## config.mk

```make
export PLATFORM = sky130hd
export DESIGN_NAME = battery_level_monitor
export DESIGN_NICKNAME = d
export VERILOG_FILES = /design/src/design/blm_pkg.sv /design/src/design/blm_ram.sv /design/src/design/blm_div.sv /design/src/design/blm_regs.sv /design/src/design/battery_level_monitor.sv
export SDC_FILE = /design/constraint.sdc
export NUM_CORES = 1
export LEC_CHECK = 0
export ABC_AREA = 1
export BUFFER_PORTS_ARGS = -buffer_cell sky130_fd_sc_hd__buf_4
export CAP_MARGIN = 20
export CORE_MARGIN = 4
export CORE_UTILIZATION = 28
export CTS_CLUSTER_DIAMETER = 100
export DETAILED_ROUTE_END_ITERATION = 10
export GPL_TIMING_DRIVEN = 0
export PLACE_DENSITY = 0.44
export SETUP_SLACK_MARGIN = 0.02
export SLEW_MARGIN = 0
export SYNTH_ARGS = -nofsm -noshare
export SYNTH_HDL_FRONTEND = slang
export SYNTH_SLANG_ARGS = --single-unit
```

## constraint.sdc

```tcl
create_clock -name clk -period 4.2 [get_ports clk]
set_input_delay 0.21 -clock clk [delete_from_list [all_inputs] [get_ports clk]]
set_output_delay 0.21 -clock clk [all_outputs]
set_load 0.005 [all_outputs]
```

## src/design/blm_pkg.sv

```systemverilog
// Battery level monitor package: transaction structs, register reset values,
// shared widths and constants. No dependencies.

package blm_pkg;

  localparam int SAMPLE_BITS = 12;
  localparam int SAMPLES_DEF = 5;

  // scaling datapath widths
  localparam int NUM_W  = ((SAMPLE_BITS > 12) ? SAMPLE_BITS : 12) + 2;
  localparam int PROD_W = NUM_W - 1 + 7;

  localparam logic [6:0]             PCT_MAX        = 7'd100;
  localparam logic [SAMPLE_BITS-1:0] FULL_LEVEL_RST = SAMPLE_BITS'(3900);
  localparam logic [1:0]             STATUS_RST     = 2'd3;
  localparam logic [2:0]             HOLD_CNT_RST   = 3'd5;

  localparam logic [7:0]  PERIOD_RST = 8'd5;
  localparam logic [11:0] SPAN_RST   = 12'd900;
  localparam logic [6:0]  THR_FULL_RST = 7'd70;
  localparam logic [6:0]  THR_MID_RST  = 7'd45;
  localparam logic [6:0]  THR_LOW_RST  = 7'd20;
  localparam logic [2:0]  HOLD_RST     = 3'd5;

  localparam logic [2:0] REG_PERIOD   = 3'd0;
  localparam logic [2:0] REG_SPAN     = 3'd1;
  localparam logic [2:0] REG_THR_FULL = 3'd2;
  localparam logic [2:0] REG_THR_MID  = 3'd3;
  localparam logic [2:0] REG_THR_LOW  = 3'd4;
  localparam logic [2:0] REG_HOLD     = 3'd5;

  localparam logic CMD_TICK = 1'b0;
  localparam logic CMD_CAL  = 1'b1;

  typedef struct packed {
    logic                   cmd;
    logic [SAMPLE_BITS-1:0] sample;
  } in_t;

  typedef struct packed {
    logic [6:0] percent;
    logic [1:0] level_status;
    logic       sampled;
  } out_t;

  typedef struct packed {
    logic [7:0]  sample_period;
    logic [11:0] span;
    logic [6:0]  thr_full;
    logic [6:0]  thr_mid;
    logic [6:0]  thr_low;
    logic [2:0]  hold_count;
  } cfg_t;

endpackage

```

## src/design/blm_ram.sv

```systemverilog
// Generic single-write, single-read RAM with registered read data.
// No dependencies.

module blm_ram #(
  parameter int WIDTH = 12,
  parameter int DEPTH = 5,
  parameter int AW    = (DEPTH > 1) ? $clog2(DEPTH) : 1
) (
  input  logic             clk,
  input  logic             we,
  input  logic [AW-1:0]    waddr,
  input  logic [WIDTH-1:0] wdata,
  input  logic             re,
  input  logic [AW-1:0]    raddr,
  output logic [WIDTH-1:0] rdata
);

  logic [WIDTH-1:0] mem [DEPTH];
  logic [WIDTH-1:0] rdata_r;

  always_ff @(posedge clk) begin
    if (we) begin
      mem[waddr] <= wdata;
    end
    if (re) begin
      rdata_r <= mem[raddr];
    end
  end

  assign rdata = rdata_r;

endmodule

```

## src/design/blm_div.sv

```systemverilog
// Iterative restoring divider, one quotient bit per cycle.
// No dependencies.

module blm_div #(
  parameter int W = 20
) (
  input  logic         clk,
  input  logic         rst_n,
  input  logic         start,
  input  logic [W-1:0] dividend,
  input  logic [W-1:0] divisor,
  output logic         done,
  output logic [W-1:0] quotient
);

  localparam int CNT_W = $clog2(W + 1);

  logic [W-1:0]     rem_r, quo_r, dvs_r;
  logic [W-1:0]     rem_nxt, quo_nxt;
  logic [CNT_W-1:0] cnt_r;
  logic             busy_r, done_r;
  logic [W:0]       rem_sh, diff;
  logic             ge;

  always_comb begin
    rem_sh  = {rem_r, quo_r[W-1]};
    diff    = rem_sh - {1'b0, dvs_r};
    ge      = rem_sh >= {1'b0, dvs_r};
    rem_nxt = ge ? diff[W-1:0] : rem_sh[W-1:0];
    quo_nxt = {quo_r[W-2:0], ge};
  end

  always_ff @(posedge clk) begin
    if (!rst_n) begin
      busy_r <= 1'b0;
      done_r <= 1'b0;
      cnt_r  <= '0;
    end else begin
      done_r <= 1'b0;
      if (start) begin
        busy_r <= 1'b1;
        cnt_r  <= '0;
      end else if (busy_r) begin
        cnt_r <= cnt_r + 1'b1;
        if (cnt_r == CNT_W'(W - 1)) begin
          busy_r <= 1'b0;
          done_r <= 1'b1;
        end
      end
    end
  end

  always_ff @(posedge clk) begin
    if (start) begin
      rem_r <= '0;
      quo_r <= dividend;
      dvs_r <= divisor;
    end else if (busy_r) begin
      rem_r <= rem_nxt;
      quo_r <= quo_nxt;
    end
  end

  assign done     = done_r;
  assign quotient = quo_r;

endmodule

```

## src/design/blm_regs.sv

```systemverilog
// APB configuration register file for the battery level monitor.
// Depends on blm_pkg.

module blm_regs (
  input  logic              clk,
  input  logic              rst_n,
  input  logic              psel,
  input  logic              penable,
  input  logic              pwrite,
  input  logic [4:0]        paddr,
  input  logic [31:0]       pwdata,
  output logic [31:0]       prdata,
  output logic              pready,
  output blm_pkg::cfg_t     cfg
);

  blm_pkg::cfg_t cfg_r;
  logic [2:0]    idx;
  logic          wr;

  assign idx    = paddr[4:2];
  assign pready = 1'b1;
  assign wr     = psel & penable & pwrite;

  always_ff @(posedge clk) begin
    if (!rst_n) begin
      cfg_r.sample_period <= blm_pkg::PERIOD_RST;
      cfg_r.span          <= blm_pkg::SPAN_RST;
      cfg_r.thr_full      <= blm_pkg::THR_FULL_RST;
      cfg_r.thr_mid       <= blm_pkg::THR_MID_RST;
      cfg_r.thr_low       <= blm_pkg::THR_LOW_RST;
      cfg_r.hold_count    <= blm_pkg::HOLD_RST;
    end else if (wr) begin
      unique case (idx)
        blm_pkg::REG_PERIOD:   cfg_r.sample_period <= pwdata[7:0];
        blm_pkg::REG_SPAN:     cfg_r.span          <= pwdata[11:0];
        blm_pkg::REG_THR_FULL: cfg_r.thr_full      <= pwdata[6:0];
        blm_pkg::REG_THR_MID:  cfg_r.thr_mid       <= pwdata[6:0];
        blm_pkg::REG_THR_LOW:  cfg_r.thr_low       <= pwdata[6:0];
        blm_pkg::REG_HOLD:     cfg_r.hold_count    <= pwdata[2:0];
        default: ;
      endcase
    end
  end

  always_comb begin
    unique case (idx)
      blm_pkg::REG_PERIOD:   prdata = 32'(cfg_r.sample_period);
      blm_pkg::REG_SPAN:     prdata = 32'(cfg_r.span);
      blm_pkg::REG_THR_FULL: prdata = 32'(cfg_r.thr_full);
      blm_pkg::REG_THR_MID:  prdata = 32'(cfg_r.thr_mid);
      blm_pkg::REG_THR_LOW:  prdata = 32'(cfg_r.thr_low);
      blm_pkg::REG_HOLD:     prdata = 32'(cfg_r.hold_count);
      default:               prdata = 32'd0;
    endcase
  end

  assign cfg = cfg_r;

endmodule

```

## src/design/battery_level_monitor.sv

```systemverilog
// Battery level monitor: moving average gauge with hysteresis status.
// Calibrate and count-down ticks: the result is registered from the accepted
// transaction. Sampling ticks walk the RAM to sum the filled entries, divide by
// the fill count on the bit-serial divider, then scale to a percentage with a
// second divider pass (skipped when no scaling division is needed) before the
// status update. One item at a time. Synchronous active-low reset; the window
// RAM is not cleared, only entries already written are averaged.
// Depends on blm_pkg, blm_regs, blm_ram, blm_div.

module battery_level_monitor #(
  parameter int SAMPLES = blm_pkg::SAMPLES_DEF
) (
  input  logic                  clk,
  input  logic                  rst_n,
  input  logic                  in_valid,
  output logic                  in_ready,
  input  blm_pkg::in_t          in_data,
  output logic                  out_valid,
  input  logic                  out_ready,
  output blm_pkg::out_t         out_data,
  input  logic                  cfg_psel,
  input  logic                  cfg_penable,
  input  logic                  cfg_pwrite,
  input  logic [4:0]            cfg_paddr,
  input  logic [31:0]           cfg_pwdata,
  output logic [31:0]           cfg_prdata,
  output logic                  cfg_pready
);

  localparam int SB     = blm_pkg::SAMPLE_BITS;
  localparam int CNT_W  = $clog2(SAMPLES + 1);
  localparam int IDX_W  = (SAMPLES > 1) ? $clog2(SAMPLES) : 1;
  localparam int SUM_W  = SB + $clog2(SAMPLES);
  localparam int NUM_W  = blm_pkg::NUM_W;
  localparam int PROD_W = blm_pkg::PROD_W;
  localparam int DIV_W  = (PROD_W > SUM_W) ? PROD_W : SUM_W;

  localparam logic [2:0] S_IDLE  = 3'd0;
  localparam logic [2:0] S_SUM   = 3'd1;
  localparam logic [2:0] S_AVGGO = 3'd2;
  localparam logic [2:0] S_AVGW  = 3'd3;
  localparam logic [2:0] S_SCALE = 3'd4;
  localparam logic [2:0] S_PCTGO = 3'd5;
  localparam logic [2:0] S_PCTW  = 3'd6;
  localparam logic [2:0] S_STAT  = 3'd7;

  blm_pkg::cfg_t cfg;

  logic [2:0]        state_r, state_nxt;
  logic [CNT_W-1:0]  fill_r, fill_nxt;
  logic [IDX_W-1:0]  wi_r, wi_nxt;
  logic [7:0]        tick_r, tick_nxt;
  logic [SB-1:0]     full_r, full_nxt;
  logic [6:0]        pct_r, pct_nxt;
  logic [1:0]        status_r, status_nxt;
  logic [2:0]        hold_r, hold_nxt;
  logic [CNT_W-1:0]  rd_idx_r, rd_idx_nxt;
  logic              acc_vld_r, acc_vld_nxt;
  logic [SUM_W-1:0]  sum_r, sum_nxt;
  logic [SB-1:0]     avg_r, avg_nxt;
  logic [PROD_W-1:0] prod_r, prod_nxt;
  logic              out_valid_r, out_valid_nxt;
  blm_pkg::out_t     out_r, out_nxt;

  logic              in_fire;
  logic              ram_we, ram_re;
  logic [SB-1:0]     ram_rdata;
  logic              div_start, div_done;
  logic [DIV_W-1:0]  div_dividend, div_divisor, div_quo;
  logic [NUM_W-1:0]  num;
  logic              num_pos;
  logic [1:0]        step;

  blm_regs u_regs (
    .clk     (clk),
    .rst_n   (rst_n),
    .psel    (cfg_psel),
    .penable (cfg_penable),
    .pwrite  (cfg_pwrite),
    .paddr   (cfg_paddr),
    .pwdata  (cfg_pwdata),
    .prdata  (cfg_prdata),
    .pready  (cfg_pready),
    .cfg     (cfg)
  );

  blm_ram #(
    .WIDTH (SB),
    .DEPTH (SAMPLES),
    .AW    (IDX_W)
  ) u_window (
    .clk   (clk),
    .we    (ram_we),
    .waddr (wi_r),
    .wdata (in_data.sample),
    .re    (ram_re),
    .raddr (rd_idx_r[IDX_W-1:0]),
    .rdata (ram_rdata)
  );

  blm_div #(
    .W (DIV_W)
  ) u_div (
    .clk      (clk),
    .rst_n    (rst_n),
    .start    (div_start),
    .dividend (div_dividend),
    .divisor  (div_divisor),
    .done     (div_done),
    .quotient (div_quo)
  );

  assign in_ready  = (state_r == S_IDLE) && !out_valid_r;
  assign in_fire   = in_valid && in_ready;
  assign out_valid = out_valid_r;
  assign out_data  = out_r;

  assign ram_we = in_fire && (in_data.cmd == blm_pkg::CMD_TICK) && (tick_r == 8'd0);
  assign ram_re = (state_r == S_SUM) && (rd_idx_r < fill_r);

  assign div_start    = (state_r == S_AVGGO) || (state_r == S_PCTGO);
  assign div_dividend = (state_r == S_AVGGO) ? DIV_W'(sum_r) : DIV_W'(prod_r);
  assign div_divisor  = (state_r == S_AVGGO) ? DIV_W'(fill_r) : DIV_W'(cfg.span);

  assign num     = NUM_W'(avg_r) + NUM_W'(cfg.span) - NUM_W'(full_r);
  assign num_pos = !num[NUM_W-1] && (num != '0);

  always_comb begin
    if (pct_r >= cfg.thr_full) begin
      step = 2'd3;
    end else if (pct_r >= cfg.thr_mid) begin
      step = 2'd2;
    end else if (pct_r >= cfg.thr_low) begin
      step = 2'd1;
    end else begin
      step = 2'd0;
    end
  end

  always_comb begin
    state_nxt     = state_r;
    fill_nxt      = fill_r;
    wi_nxt        = wi_r;
    tick_nxt      = tick_r;
    full_nxt      = full_r;
    pct_nxt       = pct_r;
    status_nxt    = status_r;
    hold_nxt      = hold_r;
    rd_idx_nxt    = rd_idx_r;
    acc_vld_nxt   = acc_vld_r;
    sum_nxt       = sum_r;
    avg_nxt       = avg_r;
    prod_nxt      = prod_r;
    out_valid_nxt = out_valid_r && !out_ready;
    out_nxt       = out_r;

    unique case (state_r)
      S_IDLE: begin
        if (in_fire) begin
          if (in_data.cmd == blm_pkg::CMD_CAL) begin
            full_nxt      = in_data.sample;
            out_valid_nxt = 1'b1;
            out_nxt       = '{percent: pct_r, level_status: status_r, sampled: 1'b0};
          end else if (tick_r != 8'd0) begin
            tick_nxt      = tick_r - 8'd1;
            out_valid_nxt = 1'b1;
            out_nxt       = '{percent: pct_r, level_status: status_r, sampled: 1'b0};
          end else begin
            if (fill_r < CNT_W'(SAMPLES)) begin
              fill_nxt = fill_r + 1'b1;
            end
            wi_nxt      = (wi_r == IDX_W'(SAMPLES - 1)) ? '0 : wi_r + 1'b1;
            tick_nxt    = cfg.sample_period;
            rd_idx_nxt  = '0;
            acc_vld_nxt = 1'b0;
            sum_nxt     = '0;
            state_nxt   = S_SUM;
          end
        end
      end
      S_SUM: begin
        acc_vld_nxt = ram_re;
        if (ram_re) begin
          rd_idx_nxt = rd_idx_r + 1'b1;
        end
        if (acc_vld_r) begin
          sum_nxt = sum_r + SUM_W'(ram_rdata);
        end
        if (!ram_re && !acc_vld_r) begin
          state_nxt = S_AVGGO;
        end
      end
      S_AVGGO: state_nxt = S_AVGW;
      S_AVGW: begin
        if (div_done) begin
          avg_nxt   = div_quo[SB-1:0];
          state_nxt = S_SCALE;
        end
      end
      S_SCALE: begin
        if (cfg.span == 12'd0) begin
          pct_nxt   = (avg_r >= full_r) ? blm_pkg::PCT_MAX : 7'd0;
          state_nxt = S_STAT;
        end else if (!num_pos) begin
          pct_nxt   = 7'd0;
          state_nxt = S_STAT;
        end else begin
          prod_nxt  = PROD_W'(num[NUM_W-2:0]) * PROD_W'(blm_pkg::PCT_MAX);
          state_nxt = S_PCTGO;
        end
      end
      S_PCTGO: state_nxt = S_PCTW;
      S_PCTW: begin
        if (div_done) begin
          pct_nxt   = (div_quo > DIV_W'(blm_pkg::PCT_MAX)) ? blm_pkg::PCT_MAX
                                                           : div_quo[6:0];
          state_nxt = S_STAT;
        end
      end
      S_STAT: begin
        if (step != status_r) begin
          if (hold_r >= cfg.hold_count) begin
            status_nxt = step;
            hold_nxt   = 3'd0;
          end else begin
            hold_nxt = hold_r + 3'd1;
          end
        end else begin
          hold_nxt = 3'd0;
        end
        out_valid_nxt = 1'b1;
        out_nxt       = '{percent: pct_r, level_status: status_nxt, sampled: 1'b1};
        state_nxt     = S_IDLE;
      end
      default: state_nxt = S_IDLE;
    endcase
  end

  always_ff @(posedge clk) begin
    if (!rst_n) begin
      state_r     <= S_IDLE;
      fill_r      <= '0;
      wi_r        <= '0;
      tick_r      <= 8'd0;
      full_r      <= blm_pkg::FULL_LEVEL_RST;
      pct_r       <= blm_pkg::PCT_MAX;
      status_r    <= blm_pkg::STATUS_RST;
      hold_r      <= blm_pkg::HOLD_CNT_RST;
      rd_idx_r    <= '0;
      acc_vld_r   <= 1'b0;
      out_valid_r <= 1'b0;
    end else begin
      state_r     <= state_nxt;
      fill_r      <= fill_nxt;
      wi_r        <= wi_nxt;
      tick_r      <= tick_nxt;
      full_r      <= full_nxt;
      pct_r       <= pct_nxt;
      status_r    <= status_nxt;
      hold_r      <= hold_nxt;
      rd_idx_r    <= rd_idx_nxt;
      acc_vld_r   <= acc_vld_nxt;
      out_valid_r <= out_valid_nxt;
    end
  end

  always_ff @(posedge clk) begin
    sum_r  <= sum_nxt;
    avg_r  <= avg_nxt;
    prod_r <= prod_nxt;
    out_r  <= out_nxt;
  end

  a_div_done_in_wait: assert property (@(posedge clk) disable iff (!rst_n)
    div_done |-> (state_r == S_AVGW || state_r == S_PCTW))
    else $error("divider result outside a wait state");

  a_pct_range: assert property (@(posedge clk) disable iff (!rst_n)
    out_valid_r |-> (out_r.percent <= blm_pkg::PCT_MAX))
    else $error("percentage above 100");

  a_fill_range: assert property (@(posedge clk) disable iff (!rst_n)
    (fill_r <= CNT_W'(SAMPLES)) && (32'(wi_r) < SAMPLES))
    else $error("window bookkeeping out of range");

  a_tick_count: assert property (@(posedge clk) disable iff (!rst_n)
    (in_fire && in_data.cmd == blm_pkg::CMD_TICK && tick_r != 8'd0)
      |=> (tick_r == $past(tick_r) - 8'd1))
    else $error("tick counter did not count down");

  a_sum_walk: assert property (@(posedge clk) disable iff (!rst_n)
    (state_r == S_AVGGO) |-> (rd_idx_r == fill_r && fill_r != '0))
    else $error("sum walk ended before all filled entries");

endmodule
```

==> impl_results.md, run 1 <==
* Grt ovf at 0
* Detailed-route via count at 12818
* Starting Density at 0.285
* HPWL after DPL at 35.3 mm
* Root buffer cell: clkbuf_16
* Area used by multi-input combinational logic at 8230 um2
* Drt pass-1 iters at 4
* Commonest non-fill, non-tap cells in the layout: nand2_1 (262), inv_1 (222), nor2_1 (173)
* Clock transition at the registers of the reported paths at 0.06 ns
* Fin crit period at 4.44 ns
* Max Cap Viol at 0
* Hold slack at 0.0907 ns
* Final ANT Viol Nets at 0
* Core area at 55400 um2
* Mapped Area at 15800 um2
* WL/cell at 16.7 um
* Leading cell type in the layout, fill and taps excluded: nand2_1
* RSZ-0062 raised after global routing: true
* H-tree depth at 2
* Antenna Cells at 0
* Final Hold Vio Count at 0
* Syn-to-layout area delta at 26.1%
* Boundary Pins at 102
* Achievable Freq at 225 MHz
* Fillcell total at 5699
* Final #Nets at 2209
* Finished Cell Area at 19900 um2
* Total power at 17.7 mW
* Register area share after synthesis at 0.451
* DR vias/cell at 4.62
* Detailed Route WL at 46.4 mm
* Number of global-route vias before repair at 12923
* # DRC at 0
* Worst Skew at 0.0197 ns
* Yosys warns at 0
* Die X at 245 um
* CP required at 4.48 ns
* Post-synth EDFFs at 159
* Initial antenna violation count at 0
* Hold Path Class: input pin to register
* Die Area at 60200 um2
* Endpoints failing setup at 9
* DRT iter0 DRCs at 685
* Slew at the pin closest to its max-slew limit at 0.795 ns
* Pin count of the biggest net entering global routing at 26
* # rows at 86
* GRT Total Usage at 0.153
* GP Congestion at 0.857
* Post-synth ARST share at 0
* CTS tree: built
* Clock Sinks at 276
* Most used cell, CP: inv_2
* Crit. End Element: register
* CP Class: register to register
* CTS buffer count at 35
* First-pass GRT wire length at 72.8 mm
* Pwr dens at 891 nW/um2
* Synth unique cells at 60
* CP Launch Type: register
* Die height at 245 um
* Clk_lat worst skew at 0.54 ns
* Worst path max stage delay at 0.54 ns
* Crit-path slowest cell: fa_1
* Area of placed instances at 17500 um2
* Clock buffer depth at 3
* Sequential cell area at 7130 um2
* Failing checks: negative setup slack
* Top_reg_cell synth: edfxtp_1
* Critical path cell sequence: inv_2 -> fa_1 -> inv_2 -> ha_2 -> a21oi_4 -> nand2_4 -> nand2_4 -> nand2_2 -> nand2_2 -> nand2_4 -> a21boi_4 -> xnor2_4 -> inv_2 -> ha_4 -> ha_4 -> inv_2 -> fa_1 -> inv_2 -> ha_4 -> a21oi_4 -> inv_2 -> a31oi_1 -> nand3_1 -> xor2_1
* IO buf count at 57
* #FFs+latches synth at 276
* Worst vdd ir at 0.00141 V
* Final worst slack at -0.242 ns
* Average cell area after synthesis at 8.72 um2
* Layout cells sized above 1 at 0.187
* Critical path data arrival time at 4.72 ns
* Max-slew headroom at 0.470
* Crit path max fanout at 4
* Mapped Cells at 1809
* P_leak at 8.37 nW
* Outcome: complete, but fails checks
* Tcrit/Tclk final at 1.06
* Max Transition Viols Final at 0
* Fin util at 0.359
==> per-layer routing <==
layer / GRT usage / vias up / routed length, um
li1: - / 6460 / -
met1: 0.209 / 6110 / 22000
met2: 0.254 / 192 / 21600
met3: 0.0229 / 56 / 1640
met4: 0.0441 / 0 / 1100
met5: 0 / - / 0
==> power by group <==
| part | internal [mW] | leakage, nW | switching, mW |
|---|---|---|---|
| registers | 3.70 | 2.39 | 0.284 |
| logic | 4.92 | 5.45 | 5.90 |
| clock network | 1.74 | 0.536 | 1.19 |
==> synth_stat cells (all sizes together) (22+ instances only) <==
library cell / number / share of area
nand2: 289 / 0.070
inv: 274 / 0.065
nor2: 188 / 0.048
a21oi: 161 / 0.051
edfxtp: 159 / 0.30
o21ai: 134 / 0.043
ha: 130 / 0.10
dfxtp: 117 / 0.15
nand3: 71 / 0.023
buf: 31 / 0.014
nor3: 31 / 0.012
clkbuf: 27 / 0.0064
xor2: 25 / 0.014
o211ai: 24 / 0.011
fa: 22 / 0.028
==> sequential cells by signal, indices dropped and copies added, names as in the netlist, 5 cells and up <==
signal and flops:
u_div.cnt_r 5, u_regs.cfg 44, u_window.mem 60, u_div.quotient 20
tick_r 8, u_div.dvs_r 12, pct_r 7, full_r 12
out_data 10, u_window.rdata 12, u_div.rem_r 20, sum_r 15
avg_r 12, prod_r 18
==> worst max-delay path: cells and delay by family (launching register included) <==
kind / cells / cell delay (ns)
adder cells (fa/ha/maj): 6 / 1.96
AO/OA/AOI/OAI: 4 / 0.75
XOR/XNOR: 2 / 0.32
AND/OR/NAND/NOR: 6 / 0.47
buffers and inverters: 6 / 0.31
flip-flops: 1 / 0.38
==> what timing repair did <==
item	4_1_cts	5_1_grt
hold buffers	25	0
pin swaps	49	43
resized for setup	86	49
endpoints found under the hold margin	93	0
setup buffers	32	15
endpoints found under the setup margin	29	34
==> kinds of logic after synthesis <==
| group | synth area share |
|---|---|
| compound gates | 0.142 |
| other cells | 0.000476 |
| flops | 0.451 |
| mux | 0.000634 |
| simple gates | 0.168 |
| xor+xnor | 0.0200 |
| buf+inv | 0.0868 |
| fa+ha+maj | 0.131 |
==> area by class of cell <==
cell class              instances  share of cell area
inverters                     278              0.0529
repair buffers                135              0.0562
plain buffers                  58              0.0163
flip-flops and latches        276               0.358
well taps                     748              0.0470
clock inverters                16             0.00742
multi-input cells            1216               0.413
clock buffers                  47              0.0483
==> worst paths after layout <==
path                                         from         end  slack, ns  cells after the start
worst max-delay path                     avg_r[1]  prod_r[17]      -0.24                     24
worst min-delay path                  in_data[12]   tick_r[1]       0.09                      4
worst min register to register  u_div.quotient[3]    avg_r[3]       0.46                      0
worst max register to register           avg_r[1]  prod_r[17]      -0.24                     24
==> per-stage QoR <==
step | std cells | worst slack, ns | TNS (ns)
2_1_floorplan | 1828 | -0.0841 | -0.195
3_3_place_gp | 2633 | -0.718 | -6.83
3_5_place_dp | 2638 | -0.739 | -7.77
4_1_cts | 2758 | -0.350 | -1.77
5_1_grt | 2774 | -0.421 | -2.99
6_report | 2774 | -0.242 | -1.44
Note: power is estimated with default switching activity, not from simulation.
==> inputs of run 2 (changes only) <==
CORE_ASPECT_RATIO = 0.8   (was unset)
==> impl_results.md, run 2 (synthesis gave the netlist of run 1 again) <==
* Outcome: complete, but fails checks
* Failing checks: negative setup slack
* Slew at the pin closest to its max-slew limit at 0.755 ns
* WL/cell at 17.0 um
* DR vias/cell at 4.63
* Crit path max fanout at 4
* Final worst slack at -0.306 ns
* Hold Path Class: input pin to register
* Internal power at 10.2 mW
* CP required at 4.61 ns
* Top reg by flops: u_window.mem
* Combinational share of power at 0.628
* Detailed Route WL at 47.1 mm
* Die height at 220 um
* Number of global-route vias before repair at 12528
* H-tree depth at 1
* Clock Sinks at 276
* Clock transition at the registers of the reported paths at 0.07 ns
* Crit. End Element: register
* Area used by multi-input combinational logic at 8200 um2
* Clock buffer depth at 3
* Fillcell total at 5720
* Drt pass-1 iters at 5
* Flop pwr share at 0.223
* GP Congestion at 0.843
* Final Hold Vio Count at 0
* HPWL after DPL at 35.9 mm
* Die Area at 60200 um2
* Worst r2r path cells at 24
* CTS tree: built
* CP Class: register to register
* GRT Total Usage at 0.154
* RSZ-0062 raised after global routing: true
* Hold slack at 0.0354 ns
* Critical path data arrival time at 4.92 ns
* Root buffer cell: clkbuf_16
* IO buf count at 57
* Sequential cell area at 7130 um2
* # rows at 77
* Hold Crit Depth at 4
* Fin crit period at 4.51 ns
* Pwr dens at 908 nW/um2
* CP Launch Type: register
* Achievable Freq at 222 MHz
* Initial antenna violation count at 0
* Die X at 273 um
* Detailed-route via count at 12793
* Met3 Use GR at 0.0211
* Tcrit/Tclk final at 1.07
* Switching part of the total at 0.428
* P_leak at 8.28 nW
* # DRC at 0
* Switch Pwr at 7.65 mW
* Final ANT Viol Nets at 0
* Core area at 55500 um2
* Hold wc startpoint: in_data[12]
* Syn-to-layout area delta at 24.9%
* Boundary Pins at 102
* Worst R2R Start: avg_r[2]
* Grt ovf at 0
* Gr busiest metal: met2
* First-pass GRT wire length at 72.3 mm
* Routing usage on met2 at 0.236
* Commonest non-fill, non-tap cells in the layout: nand2_1 (260), inv_1 (224), nor2_1 (173)
* Max Transition Viols Final at 0
* Worst Setup SP: avg_r[2]
* Fin util at 0.355
* Starting Density at 0.284
* Max reg flops at 60
* CTS buffer count at 30
* Max Cap Viol at 0
* Worst vdd ir at 0.00108 V
* Max-slew headroom at 0.495
* Leading cell type in the layout, fill and taps excluded: nand2_1
* Pin count of the biggest net entering global routing at 26
* Antenna Cells at 0
* Clock power frac at 0.149
* Clk_lat worst skew at 0.58 ns
* Endpoints failing setup at 8
* Layout cells sized above 1 at 0.184
* Routing usage on met1 at 0.234
* Worst Skew at 0.0279 ns
* Final #Nets at 2196
* DRT iter0 DRCs at 844
-- run 2: power groups by stage --
stage | Combinational (mW) | Clock (mW) | Sequential (mW)
3_5_place_dp | 8.07 | 0 | 4.04
6_report | 11.2 | 2.66 | 3.99
2_1_floorplan | 6.02 | 0 | 3.93
5_1_grt | 12.5 | 2.84 | 4.03
3_3_place_gp | 8.10 | 0 | 4.04
4_1_cts | 10.4 | 2.73 | 3.99
-- run 2: area by class of cell --
| cell class | count | share of cell area |
|---|---|---|
| plain buffers | 58 | 0.0165 |
| flip-flops and latches | 276 | 0.362 |
| clock inverters | 22 | 0.0104 |
| clock buffers | 34 | 0.0389 |
| inverters | 278 | 0.0535 |
| repair buffers | 127 | 0.0554 |
| well taps | 750 | 0.0476 |
| multi-input cells | 1216 | 0.416 |
-- run 2: metal layers --
metal,vias to the layer above,part of all wire,wire length (um)
met5,-,0,0
met4,0,0.014,663
met3,39,0.040,1890
met2,211,0.42,19900
met1,6117,0.52,24600
li1,6426,-,-
-- run 2: what timing repair did --
item	in CTS	in global routing
pin swaps	47	31
endpoints found under the hold margin	105	0
setup buffers	29	11
resized for setup	92	28
hold buffers	25	0
setup endpoints to repair	29	34
-- run 2: through the flow --
step	setup slack [ns]	std cells	instance area, um2	power [mW]	setup TNS (ns)
finish	-0.306	2761	19700	17.9	-1.58
global route	-0.454	2761	19700	19.4	-3.10
CTS	-0.363	2751	19500	17.2	-1.84
detailed placement	-0.717	2641	17500	12.1	-8.32
global placement	-0.780	2635	17400	12.1	-9.53
floorplan	-0.0841	1828	16100	9.96	-0.195
-- run 2: final timing paths --
check	slack (ns)	to
setup / recovery	-0.31	prod_r[18]
hold / removal	0.04	tick_r[1]
setup reg to reg	-0.31	prod_r[18]
hold reg to reg	0.43	out_data[3]
-- run 2: critical path, cell delays in order (launching register included) --
cell and delay (ns):
edfxtp_1 0.37, inv_2 0.05, fa_1 0.56, inv_2 0.05, ha_4 0.24, a21oi_2 0.15
nand2_2 0.08, nand2_2 0.07, nand2_2 0.06, nand2_2 0.08, nand2_4 0.07, a21boi_4 0.23
xnor2_4 0.15, inv_2 0.08, ha_4 0.22, ha_4 0.26, inv_2 0.03, fa_1 0.54
inv_2 0.05, ha_4 0.31, nand2_2 0.05, nor3_2 0.13, nand2_1 0.10, o2111ai_2 0.18
xor2_1 0.22
==> inputs of run 3 (changes only) <==
--- a/config.mk
+++ b/config.mk
@@ -9,4 +9,6 @@
 export BUFFER_PORTS_ARGS = -buffer_cell sky130_fd_sc_hd__buf_4
 export CAP_MARGIN = 20
+export CELL_PAD_IN_SITES_DETAIL_PLACEMENT = 1
+export CELL_PAD_IN_SITES_GLOBAL_PLACEMENT = 2
 export CORE_ASPECT_RATIO = 0.8
 export CORE_MARGIN = 4
@@ -15,5 +17,6 @@
 export DETAILED_ROUTE_END_ITERATION = 10
 export GPL_TIMING_DRIVEN = 0
-export PLACE_DENSITY = 0.44
+export PLACE_DENSITY = 0.64
+export RECOVER_POWER = 100
 export SETUP_SLACK_MARGIN = 0.02
 export SLEW_MARGIN = 0
==> constraint.sdc (replaced) <==
create_clock -name clk -period 4.2 [get_ports clk]
set_input_delay 0.84 -clock clk [delete_from_list [all_inputs] [get_ports clk]]
set_output_delay 0.84 -clock clk [all_outputs]
set_load 0.005 [all_outputs]
==> impl_results.md, run 3 (synthesis gave the netlist of run 1 again) <==
* Outcome: complete, but fails checks
* Failing checks: negative setup slack
* Hold Path Class: register to register
* Clock buffer depth at 3
* Core area at 55500 um2
* Initial antenna violation count at 0
* HPWL after DPL at 39.9 mm
* Grt ovf at 0
* Final #Nets at 2185
* Pin count of the biggest net entering global routing at 26
* Cts hold-fix bufs at 0
* Antenna Cells at 0
* Area of placed instances at 17500 um2
* Clock Sinks at 276
* Starting Density at 0.284
* Clock transition at the registers of the reported paths at 0.06 ns
* # rows at 77
* Routing usage on met2 at 0.269
* Worst vdd ir at 0.000859 V
* Fin crit period at 4.48 ns
* Worst Setup SP: avg_r[4]
* Finished Cell Area at 19700 um2
* Detailed-route via count at 13084
* Clk_lat worst skew at 0.55 ns
* DR vias/cell at 4.76
* CP required at 4.47 ns
* Critical path cell sequence: inv_1 -> fa_1 -> inv_1 -> ha_4 -> nand2_1 -> inv_1 -> nand2_2 -> nand2_4 -> buf_4 -> buf_6 -> nand2_4 -> nand2_1 -> ha_1 -> ha_1 -> inv_2 -> fa_1 -> inv_2 -> ha_4 -> nand2_4 -> nor2_2 -> a21oi_2 -> o21ai_2 -> a31oi_2 -> xor2_1
* Endpoints failing setup at 9
* Number of global-route vias before repair at 13437
* Root buffer cell: clkbuf_16
* CP Launch Type: register
* Hold Crit Depth at 0
* Routing usage on met1 at 0.253
* Crit path max fanout at 5
* Max Transition Viols Final at 0
* Worst R2R Start: avg_r[4]
* GRT Total Usage at 0.171
* Met3 Use GR at 0.0223
* Pwr dens at 955 nW/um2
* Final ANT Viol Nets at 0
* P_leak at 8.27 nW
* CTS buffer count at 35
* Die Area at 60200 um2
* Commonest non-fill, non-tap cells in the layout: nand2_1 (261), inv_1 (219), nor2_1 (176)
* Critical path capture point: prod_r[16]
* Final Hold Vio Count at 0
* Max-slew headroom at 0.343
* Slew at the pin closest to its max-slew limit at 0.980 ns
* Achievable Freq at 223 MHz
* Total power at 18.8 mW
* CP bufs+invs at 7
* Worst r2r path cells at 24
* Worst path max stage delay at 0.54 ns
* Top reg by flops: u_window.mem
* Worst Skew at 0.0194 ns
* Die X at 273 um
* Leading cell type in the layout, fill and taps excluded: nand2_1
* GP Congestion at 0.831
* Syn-to-layout area delta at 24.9%
* Gr busiest metal: met2
* CTS tree: built
* Crit. End Element: register
* WL/cell at 18.9 um
* Worst slack at placement at -0.893 ns
* Critical path data arrival time at 4.75 ns
* # DRC at 0
* Max reg flops at 60
* IO buf count at 57
* DRT iter0 DRCs at 687
* Fillcell total at 6459
* Tcrit/Tclk final at 1.07
* H-tree depth at 2
* Boundary Pins at 102
* RSZ-0062 raised after global routing: true
* CP Class: register to register
* Max Cap Viol at 0
* Levels on crit path at 24
* Detailed Route WL at 52.0 mm
* First-pass GRT wire length at 79.5 mm
* Drt pass-1 iters at 5
* Layout cells sized above 1 at 0.187
* Hold slack at 0.450 ns
* Reg2Reg Setup Slack at -0.28 ns
* Fin util at 0.355
* Final worst slack at -0.278 ns
* Die height at 220 um
* RR Endpoint: prod_r[16]
* CP delay by family, top: adder cells
* Crit-path slowest cell: fa_1
run 3: final cells by class:
class / instances / area (um2) / area share
Inverter: 278 / 1050 / 0.0535
Sequential cell: 276 / 7140 / 0.362
Timing Repair Buffer: 111 / 831 / 0.0422
Buffer: 58 / 324 / 0.0164
Tap cell: 750 / 938 / 0.0476
Clock inverter: 10 / 170 / 0.00863
Clock buffer: 52 / 1000 / 0.0507
Multi-Input combinational cell: 1216 / 8250 / 0.419
run 3: repair_timing:
item | in CTS | in global routing
pin swaps | 57 | 33
buffers inserted | 32 | 18
setup endpoints to repair | 36 | 34
gates resized for setup | 110 | 41
run 3: how the worst min path moves through the flow:
stage,slack [ns],to,startpoint
CTS,0.45,out_data[3],pct_r[0]
floorplan,0.41,out_data[3],pct_r[0]
global placement,0.44,out_data[3],pct_r[0]
detailed placement,0.43,out_data[3],pct_r[0]
global route,0.45,out_data[3],pct_r[0]
finish,0.45,out_data[3],pct_r[0]
run 3: metal layers:
| layer | wire length, um | vias up |
|---|---|---|
| li1 | - | 6410 |
| met1 | 26300 | 6449 |
| met2 | 23300 | 172 |
| met3 | 1620 | 53 |
| met4 | 806 | 0 |
| met5 | 0 | - |
run 3: per-stage QoR:
| stage | setup TNS, ns | std cells |
|---|---|---|
| after global routing | -3.40 | 2751 |
| final | -1.81 | 2751 |
| after detailed placement | -12.29 | 2639 |
| after CTS | -1.81 | 2732 |
| after global placement | -10.83 | 2635 |
| after floorplan | -0.195 | 1828 |
run 3: where the power goes:
part           switching (mW)  total (mW)  internal (mW)
sequential              0.311        4.01           3.70
combinational            6.41        11.7           5.27
clock                    1.22        3.12           1.90
